**config.mk**
```make
export PLATFORM = sky130hd
export DESIGN_NAME = fbdst_span
export DESIGN_NICKNAME = d
export VERILOG_FILES = /design/src/rtl/core/fbdst_pkg.sv /design/src/rtl/core/fbdst_span.sv
export SDC_FILE = /design/constraint.sdc
export NUM_CORES = 1
export LEC_CHECK = 0
export BUFFER_PORTS_ARGS = -buffer_cell sky130_fd_sc_hd__buf_2
export CAP_MARGIN = 20
export CORE_UTILIZATION = 49
export DETAILED_ROUTE_END_ITERATION = 7
export GPL_TIMING_DRIVEN = 0
export PLACE_DENSITY_LB_ADDON = 0.05
export SLEW_MARGIN = 20
export SYNTH_ARGS = -nofsm -noshare
export SYNTH_HDL_FRONTEND = slang
export SYNTH_SLANG_ARGS = --single-unit
```
**constraint.sdc**
```tcl
create_clock -name i_clk -period 4.42 [get_ports i_clk]
set_clock_uncertainty 0.05 [all_clocks]
set_input_delay 0.442 -clock i_clk [delete_from_list [all_inputs] [get_ports i_clk]]
set_output_delay 0.442 -clock i_clk [all_outputs]
set_load 0.01 [all_outputs]
```
**src/rtl/core/fbdst_pkg.sv**
```systemverilog
// Shared types and constants for the framebuffer dirty span tracker.
// Used by fbdst_span and by framebuffer_dirty_span_tracker_top; no dependencies.

package fbdst_pkg;

    // Default geometry and limits.
    localparam int PAGES_DEF   = 8;
    localparam int COLUMNS_DEF = 128;
    localparam int MAX_DESC    = 8;
    localparam int LEN_SAT     = 255;

    // Stream widths.
    localparam int S_DATA_W = 24;
    localparam int S_USER_W = 2;
    localparam int M_DATA_W = 32;

    // Operation codes carried on the slave tuser.
    typedef enum logic [1:0] {
        OP_WRITE = 2'd0,
        OP_READ  = 2'd1,
        OP_FLUSH = 2'd2,
        OP_CLEAR = 2'd3
    } t_op;

    // Result kinds carried on the master tuser.
    localparam logic KIND_READ = 1'b0;
    localparam logic KIND_SPAN = 1'b1;

    // Sequencer states.
    typedef enum logic [1:0] {
        ST_SWEEP,
        ST_IDLE,
        ST_FL_RD,
        ST_FL_EMIT
    } t_state;

    // Control group from the sequencer to the span table.
    typedef struct packed {
        logic wr_vld;
        logic rd_en;
        logic init_en;
        logic set_all;
        logic clr_all;
    } t_span_ctl;

endpackage

```
**src/rtl/core/fbdst_span.sv**
```systemverilog
// Span table: per-page dirty flags and a min/max column memory with read-modify-write.
// Depends on fbdst_pkg for the control struct.

module fbdst_span
    import fbdst_pkg::*;
#(
    parameter int PAGES   = PAGES_DEF,
    parameter int COLUMNS = COLUMNS_DEF,
    parameter int PW      = (PAGES > 1) ? $clog2(PAGES) : 1,
    parameter int CW      = $clog2(COLUMNS)
) (
    input  logic             i_clk,
    input  logic             i_rst_n,
    input  t_span_ctl        i_ctl,
    input  logic [PW-1:0]    i_wr_page,
    input  logic [CW-1:0]    i_wr_col,
    input  logic [PW-1:0]    i_rd_page,
    input  logic [PW-1:0]    i_init_page,
    output logic [CW-1:0]    o_rd_min,
    output logic [CW-1:0]    o_rd_max,
    output logic [PAGES-1:0] o_dirty
);

    localparam int EW = 2 * CW;

    logic [EW-1:0]    mem [PAGES];
    logic [EW-1:0]    r_rd_q;
    logic [PAGES-1:0] r_dirty;
    logic             r_pend;
    logic [PW-1:0]    r_page;
    logic [CW-1:0]    r_col;
    logic             r_wb_vld;
    logic [PW-1:0]    r_wb_page;
    logic [EW-1:0]    r_wb;
    logic [PW-1:0]    rd_addr;
    logic [EW-1:0]    old_ent;
    logic [CW-1:0]    old_min;
    logic [CW-1:0]    old_max;
    logic [CW-1:0]    n_min;
    logic [CW-1:0]    n_max;

    // A write request reads its page; otherwise the flush walk drives the address.
    assign rd_addr = i_ctl.wr_vld ? i_wr_page : i_rd_page;

    // Span memory: one read port, one write port, registered read data.
    always_ff @(posedge i_clk) begin
        if (i_ctl.wr_vld || i_ctl.rd_en) begin
            r_rd_q <= mem[rd_addr];
        end
        if (r_pend) begin
            mem[r_page] <= {n_min, n_max};
        end else if (i_ctl.init_en) begin
            mem[i_init_page] <= {CW'(0), CW'(COLUMNS - 1)};
        end
    end

    // The entry written back last cycle is not yet in the read data; forward it.
    always_comb begin
        old_ent = (r_wb_vld && (r_wb_page == r_page)) ? r_wb : r_rd_q;
        old_min = old_ent[EW-1:CW];
        old_max = old_ent[CW-1:0];
        if (!r_dirty[r_page]) begin
            n_min = r_col;
            n_max = r_col;
        end else begin
            n_min = (r_col < old_min) ? r_col : old_min;
            n_max = (r_col > old_max) ? r_col : old_max;
        end
    end

    // Modify stage and writeback bookkeeping.
    always_ff @(posedge i_clk) begin
        if (!i_rst_n) begin
            r_pend   <= 1'b0;
            r_wb_vld <= 1'b0;
            r_dirty  <= '0;
        end else begin
            r_pend   <= i_ctl.wr_vld;
            r_wb_vld <= r_pend;
            if (i_ctl.clr_all) begin
                r_dirty <= '0;
            end else if (i_ctl.set_all) begin
                r_dirty <= '1;
            end else if (r_pend) begin
                r_dirty[r_page] <= 1'b1;
            end
        end
    end

    // Payload of the modify stage and the forwarding copy.
    always_ff @(posedge i_clk) begin
        if (i_ctl.wr_vld) begin
            r_page <= i_wr_page;
            r_col  <= i_wr_col;
        end
        if (r_pend) begin
            r_wb_page <= r_page;
            r_wb      <= {n_min, n_max};
        end
    end

    assign o_rd_min = r_rd_q[EW-1:CW];
    assign o_rd_max = r_rd_q[CW-1:0];
    assign o_dirty  = r_dirty;

endmodule

```
# [Word-level counts from Yosys, hierarchy flattened]
# Memories as Yosys holds them, arrays and structs flattened. A register that Yosys moved wholly into a read port is not among the register bits.
# Index checks and enable logic that the tools add are counted.
[totals] ff_bits=37 ram_bits=112 n_memories=1
[memory_table] memory="mem" depth=8 word_bits=14 rd=1 rd_ports_with_merged_regs=1 wr=1 line_no="fbdst_span.sv:26" rtl="logic [EW-1:0] mem [PAGES];"
[classes] n_lt_le_gt_ge=4 eq_ne=1 mux=20 n_bitwise=2 reduce_logical=6
[op_table] operator="$mux 14" n=2
[op_table] operator="$mux 7" n=4
[op_table] operator="$mux 8" n=2
[op_table] operator="$reduce_or 14->1" n=1
[op_table] operator="$mux 1" n=8
[op_table] operator="$or 8x8->8" n=1
[op_table] operator="$gt 7x7->1" n=1
[op_table] operator="$lt 7x7->1" n=1
[op_table] operator="$mux 3" n=2
[op_table] operator="$lt 3x4->1 const B" n=1
[op_table] operator="$bmux 1 s3" n=1
[op_table] operator="$demux 1 s3" n=1
[op_table] operator="$eq 3x3->1" n=1
[op_table] operator="$ge 3x1->1 const B" n=1
[op_table] operator="$logic_and 1x1->1" n=2
[op_table] operator="$reduce_bool 2->1" n=1
[op_table] operator="$reduce_or 2->1" n=1
[op_table] operator="$logic_or 1x1->1" n=1
[op_table] operator="$not 1->1" n=1

# [Longest topological paths before layout]
# Gate-level depths: netlist of the first run.
[logic_depth] word_depth=7 ltp_mapped=14 mapped_depth_nobuf=11

# [Worst setup path after synthesis of the first run]
# OpenSTA, ideal clock, no wires.
[synth_path] kind="reg2reg" startpoint="register r_page[0]" endpoint="memory mem[0][0] (netlist name), data pin" setup_time_ns=0.230 t_arrival_ns=3.299 t_required_ns=4.140 setup_slack_ns=0.841 stages_incl_launch_ff=14 n_path_buf=2 synth_period_minus_slack_ns=3.579 cell_sequence="edfxtp_1 -> xnor2_2 -> nand4_4 -> buf_2 -> mux2_2 -> inv_1 -> ha_1 -> a211o_1 -> a21oi_1 -> o21ai_0 -> a21o_1 -> a31oi_1 -> buf_2 -> mux2i_1"
[synth_via] elab_chain_cells=7 word_cells_on_any_way=9 cone_classes="order compare (1); eq/ne (1); mux (6); reduce/logical (1)"
[synth_lines] item="from (decl)" line_no="fbdst_span.sv:30" rtl="logic [PW-1:0] r_page;"
[synth_lines] item="from (signal assigned)" line_no="fbdst_span.sv:93" rtl="r_page <= i_wr_page;"
[synth_lines] item="$eq 3x3->1" line_no="fbdst_span.sv:59" rtl="old_ent = (r_wb_vld && (r_wb_page == r_page)) ? r_wb : r_rd_q;"
[synth_lines] item="$logic_and 1x1->1" line_no="fbdst_span.sv:59"
[synth_lines] item="$mux 14" line_no="fbdst_span.sv:59"
[synth_lines] item="$gt 7x7->1" line_no="fbdst_span.sv:67" rtl="n_max = (r_col > old_max) ? r_col : old_max;"
[synth_lines] item="$mux 7" line_no="fbdst_span.sv:67"
[synth_lines] item="$mux 7 *" line_no="fbdst_span.sv:62" rtl="if (!r_dirty[r_page]) begin"
[synth_lines] item="$mux 14 (no line) *"
[synth_lines] item="to (decl)" line_no="fbdst_span.sv:26"
# Mark *: on every way between the ends. The rest lies on a longest branch, timed or not. The select of a mux whose other input is x is not followed.

# [Worst setup path in the final report of the first run]
[layout_path] startpoint="register r_page[0]" endpoint="memory mem[1][0] (netlist name), data pin"
# The elaborated chain is that of the path after synthesis.

==> results.ini, run 1 <==
[run_status]
outcome = finished clean

[final_layout]
fillCellCount = 1061
nNetsFinal = 499
drive_gt1_share_pct = 35.2
syn_to_final_growth_pct = 17.2
finalInstanceArea_sq_mm = 0.00818
utilization_pct = 59.0
diodes = 0

[grt]
antenna_found_initial = 0
track_usage_pct = 22.0
grt_max_degree = 25
grt_pass1_wl_um = 22400
grt_overflow = 0
grt_pass1_vias = 3749

[clocking]
clk_pin_slew_ps = 60
cts-buffers-inserted = 17
cts_tree = built
ctsHoldBuffers = 0
cts_root_buffer = clkbuf_16
clkSinkCount = 163
clock_latency_ps = 420
post-cts-setup-buffers = 0
h-tree-depth = 4
cts_buffer_depth = 2

[drt]
drt-initial-drc-count = 299
via_count = 3686
postRouteAntennaNets = 0
avgRoutedWirePerCell_um = 22.4
drt-pass1-iter-count = 4
via_per_inst = 5.61
totalWireLength_um = 14700
drc = 0

[pwr]
leakage_nw = 2.91
power_mw = 3.81
power_density_mw_per_mm2 = 465
ir_drop_uv = 293

[synthesis]
synthXorXnorAreaFrac_pct = 0.699
syn-cell-area_sq_mm = 0.00698
synth-main-ff-cell = edfxtp_1
synthCells = 394
avgSynthCellArea_sq_um = 17.7
synth_top_family_by_area = multiplexers
synth_fa_ha_area_share_pct = 2.15
ys_ff_latch = 163
synth_edf_count = 153
synth-simple-area-share_pct = 4.43
ys_async_sr_fraction_pct = 0
synth_nets = 429
synth-compound-area-share_pct = 5.39
yosysSeqAreaShare_pct = 68.7
muxShareOfSynthArea_pct = 16.7
ys_warn_count = 0
synth.distinct_cells = 47

[job]
cap_violations = 0

[timing]
setup_violations = 0
worstMarginPinSlew_ps = 1060
fin_crit_ps = 4270
period_share_pct = 96.5
hold_violations = 0
timing.final.max_slew_violations = 0
slew_headroom_pct = 29.3
fmax_ghz = 0.234
grt_setup_unrepaired = yes

[critical_path]
worst-setup-path-type = reg -> reg
crit_path_start_kind = register
crit_fanout = 10
critPathCaptureType = register
cp.arrival_ps = 4370
required_ps = 4520

[floorplanning]
die_w_um = 121
start_util_pct = 50.3
die_h_um = 121
die_area_sq_mm = 0.0147
rows = 43
core_sq_mm = 0.0139
io_pins = 45

[placed_design]
dpl.hpwl_um = 10600
dpl-instance-area_sq_mm = 0.00754
routabilityCongestion = 0.796
portBuffers = 43

[hold_path]
hold_path_class = in -> reg

-- worst max-delay path: stages, from the launching register on --
cell and delay (ps):
edfxtp_1 550, xnor2_2 220, nand4_4 180, buf_2 330, mux2_2 390, inv_1 90, ha_1 250, a211o_1 290
a21oi_1 140, o21ai_0 130, a21o_1 170, a31oi_1 260, buf_2 410, mux2i_2 540
-- through the flow --
step / setup TNS, ps / setup slack (ps) / hold slack, ps / instances
finish: 0 / 153 / 146 / 657
global route: -3610 / -127 / 130 / 657
CTS: -61.4 / -5.76 / 133 / 657
detailed placement: -79.0 / -7.43 / 409 / 625
global placement: 0 / 104 / 402 / 617
floorplan: 0 / 841 / 401 / 394
-- power by group --
group	total, mW	internal (mW)	switching, mW
Sequential	1.86	1.81	0.0447
Combinational	0.434	0.184	0.250
Clock	1.52	0.899	0.618
-- sequential cells by signal, summed over array words and instances, names as in the netlist --
name	cells
r_rd_q	14
r_wb_page	3
mem	112
r_wb	14
r_wb_vld	1
r_page	3
o_dirty	8
r_pend	1
r_col	7
-- synthesized netlist by cell type (2+ instances only) --
library cell    n  area [sq um]
o21ai_0         4          20.0
o31a_1          2          17.5
nand2_1         7          26.3
o21a_1          8          60.1
nand2b_1        2          12.5
xnor2_2         3          48.8
mux2i_1        19           190
dfxtp_1        10           200
a31oi_1         2          12.5
a21oi_1        12          60.1
buf_4           2          15.0
ha_1           12           150
o21ai_1         3          15.0
a211oi_1        9          67.6
mux2_2         20           225
a211oi_2        4          50.1
clkbuf_1        7          26.3
edfxtp_1      153          4590
nor3_1          3          15.0
mux2_1          2          22.5
inv_1          13          48.8
buf_2           2          10.0
nor2_1         35           131
a21o_1          4          30.0
buf_6           3          33.8
and2_1          2          12.5
nor2b_1         2          12.5
mux4_2         30           676
-- timing repair --
| action | in CTS | in global routing |
|---|---|---|
| pin swaps | 0 | 0 |
| resized for setup | 1 | 4 |
| endpoints found under the setup margin | 10 | 40 |
-- worst paths after layout --
check	from	endpoint	slack, ps	cells after the start
hold reg to reg	r_page[2]$_DFFE_PP_	r_wb_page[2]$_DFFE_PP_	430	0
setup reg to reg	r_page[0]$_DFFE_PP_	mem[1][0]$_DFFE_PP_	150	13
setup / recovery	r_page[0]$_DFFE_PP_	mem[1][0]$_DFFE_PP_	150	13
hold / removal	i_wr_col[2]	r_col[2]$_DFFE_PP_	150	1
-- placed cells by master (no fill, tap or decap), types with 9 or more instances in the layout --
| master | n |
|---|---|
| edfxtp_1 | 153 |
| clkbuf_16 | 17 |
| mux4_2 | 30 |
| mux2_2 | 20 |
| mux2i_1 | 13 |
| a21oi_1 | 12 |
| nor2_2 | 9 |
| dfxtp_1 | 10 |
| nor2_1 | 27 |
| buf_6 | 9 |
| ha_1 | 12 |
| inv_1 | 13 |
| buf_2 | 45 |
-- layout make-up --
class	count	area, sq um	share of cell area (%)
sequential	163	4790	58.6
tap	180	225	2.75
inverter	13	48.8	0.596
clock buffer	18	429	5.24
timing repair buffer	51	313	3.82
buffer	15	88.8	1.09
clock inverter	14	174	2.13
multi-input combinational	203	2110	25.8
-- cell families (layout without fill, tap and decap cells) --
family	after synthesis	count (layout)
AOI/OAI and AO/OA	51	51
and+or+nand+nor	63	63
muxes	74	74
DFF	163	163
xor gates and xnor gates	3	3
adders and majority gates	12	12
buffers and inverters	28	111
-- per-layer routing --
layer	up-vias	part of all wire [%]	wire length [um]	GRT usage, %
li1	1709	-	-	-
met4	0	1.2	175	6.94
met3	12	5.6	829	4.89
met1	1881	45	6640	31.4
met2	84	48	7090	33.7
met5	-	0	0	0
Note: power is estimated with default switching activity, not from simulation.
==> inputs of run 2 (changes only) <==
--- a/config.mk
+++ b/config.mk
@@ -10,7 +10,7 @@
 export CORE_UTILIZATION = 49
 export DETAILED_ROUTE_END_ITERATION = 7
 export GPL_TIMING_DRIVEN = 0
-export PLACE_DENSITY_LB_ADDON = 0.05
+export PLACE_DENSITY = 0.76
 export SLEW_MARGIN = 20
 export SYNTH_ARGS = -nofsm -noshare
 export SYNTH_HDL_FRONTEND = slang
==> run 2 against run 1 <==
Sequential share of layout area grew 0.37 points. Flip-flop and latch count is the same. Via count grew 3.0%. Critical path depth is the same. Worst setup slack lost 66 ps. Register-to-register slack lost 70 ps. Largest cell class unchanged. Largest power group unchanged. Highest routed layer unchanged.
==> results.ini, run 2 (synthesis results as in run 1) <==
[clocking]
cts_buffer_depth = 2
ctsHoldBuffers = 0
clk_pin_slew_ps = 70
clock_latency_ps = 440
post-cts-setup-buffers = 0
cts_root_buffer = clkbuf_16
h-tree-depth = 4
clkSinkCount = 163
cts_tree = built
cts-buffers-inserted = 17

[pwr]
ir_drop_uv = 321
power_density_mw_per_mm2 = 469
leakage_nw = 2.87

[placed_design]
dpl.hpwl_um = 9870
routabilityCongestion = 0.834
dpl-instance-area_sq_mm = 0.00749
place_ws_ps = 83.3
dp.cells = 621
portBuffers = 43

[critical_path]
reg2reg_to = mem[4][1]$_DFFE_PP_
critPathCaptureType = register
crit_start = r_page[0]$_DFFE_PP_
path_depth = 13
cp-endpoint = mem[4][1]$_DFFE_PP_
cpPeakStageDelay_ps = 660
reg2reg_slack_ps = 90
critPathTopFamily = multiplexers
crit_chain = xnor2_2 > nand4_4 > buf_2 > mux2_2 > inv_1 > ha_1 > a211o_1 > a21oi_1 > o21ai_0 > a21o_1 > a31oi_1 > buf_2 > mux2i_1
crit_fanout = 10
rr_startpoint = r_page[0]$_DFFE_PP_
crit_path_start_kind = register
cp.arrival_ps = 4410
path_buf_inv = 3
crit_slowest_cell = mux2i_1
worst-setup-path-type = reg -> reg
crit_top_cell = buf_2
r2r_cells = 13
required_ps = 4500

[drt]
avgRoutedWirePerCell_um = 22.1
totalWireLength_um = 14400
via_count = 3797
drt-pass1-iter-count = 5
drc = 0
via_per_inst = 5.81
postRouteAntennaNets = 0
drt-initial-drc-count = 342

[floorplanning]
rows = 43
core_sq_mm = 0.0139
die_w_um = 121
die_area_sq_mm = 0.0147
die_h_um = 121
start_util_pct = 50.3
io_pins = 45

[final_layout]
final_common_cell = edfxtp_1
finalInstanceArea_sq_mm = 0.00813
drive_gt1_share_pct = 34.2
stdcell_count = 653
regMostFlops = mem
largest_register_ffs = 112
diodes = 0
syn_to_final_growth_pct = 16.5
nNetsFinal = 495
largestRegisters = mem x112, r_rd_q x14, r_wb x14
final_cell_mix = edfxtp_1, buf_2, mux4_2, nor2_1, mux2_2

[hold_path]
hold_path_class = in -> reg

[grt]
grt_overflow = 0
grt_pass1_vias = 3936
antenna_found_initial = 0
grt_pass1_wl_um = 22300
track_usage_pct = 21.5
grt_max_degree = 25

[timing]
slew_headroom_pct = 27.4
hold_violations = 0
setup_tns_ps = 0
period_share_pct = 98.0
holdWs_ps = 138
fin_crit_ps = 4330
timing.final.max_slew_violations = 0
setup_violations = 0
worst_slack_ps = 86.9
worstMarginPinSlew_ps = 1090
grt_setup_unrepaired = yes
fmax_ghz = 0.231

[run_status]
outcome = finished clean

[job]
cap_violations = 0

## run 2: cell count changes in the layout (fill, tap and decap cells not counted), sizes merged
cell / delta
inv: +1
clkbuf: -1
buf: -4
clkinv: -3
clkinvlp: +3
## run 2: repair_timing
item | CTS | global route
endpoints found under the hold margin | 0 | 0
gates resized for setup | 0 | 1
endpoints found under the setup margin | 0 | 40
## run 2: area by class of cell
cell class                      count  area (sq um)
Buffer                             15          88.8
Clock buffer                       17           425
Clock inverter                     15           194
Fill cell                         983          5750
Inverter                           13          48.8
Multi-Input combinational cell    203          2100
Sequential cell                   163          4790
Tap cell                          180           225
Timing Repair Buffer               47           260
## run 2: worst min path at each step
| stage | from | end | slack [ps] | cells past startpoint |
|---|---|---|---|---|
| 2_1_floorplan | r_page[1]$_DFFE_PP_ | r_wb_page[1]$_DFFE_PP_ | 400 | 0 |
| 3_3_place_gp | r_page[2]$_DFFE_PP_ | r_wb_page[2]$_DFFE_PP_ | 400 | 0 |
| 3_5_place_dp | r_page[1]$_DFFE_PP_ | r_wb_page[1]$_DFFE_PP_ | 420 | 0 |
| 4_1_cts | i_wr_col[0] | r_col[0]$_DFFE_PP_ | 120 | 1 |
| 5_1_grt | i_wr_col[0] | r_col[0]$_DFFE_PP_ | 130 | 1 |
| 6_report | i_wr_col[4] | r_col[4]$_DFFE_PP_ | 140 | 1 |
## run 2: power by group
group	switching, mW	internal (mW)	leakage, nW	total [mW]
Clock	0.627	0.905	0.294	1.53
Sequential	0.0447	1.81	1.50	1.86
Combinational	0.249	0.179	1.08	0.428
Total	0.921	2.90	2.87	3.82
## run 2: worst register-to-register path: stages, from the launching register on
cell and delay (ps):
edfxtp_1 550, xnor2_2 220, nand4_4 180, buf_2 330, mux2_2 390, inv_1 90, ha_1 240, a211o_1 290
a21oi_1 120, o21ai_0 130, a21o_1 180, a31oi_1 240, buf_2 360, mux2i_1 670
## run 2: through the flow
stage	power, mW	utilization (%)
after global routing	3.93	58.6
final	3.82	58.6
after floorplan	2.16	-
after global placement	2.28	53.5
after CTS	3.83	58.4
after detailed placement	2.31	54.0
## run 2: layer usage
metal | up-vias | global-route usage, % | wire [um]
met2 | 119 | 35.1 | 7380
met4 | 0 | 10.4 | 283
met3 | 23 | 5.08 | 775
met5 | - | 0 | 0
li1 | 1706 | - | -
met1 | 1949 | 26.9 | 5970
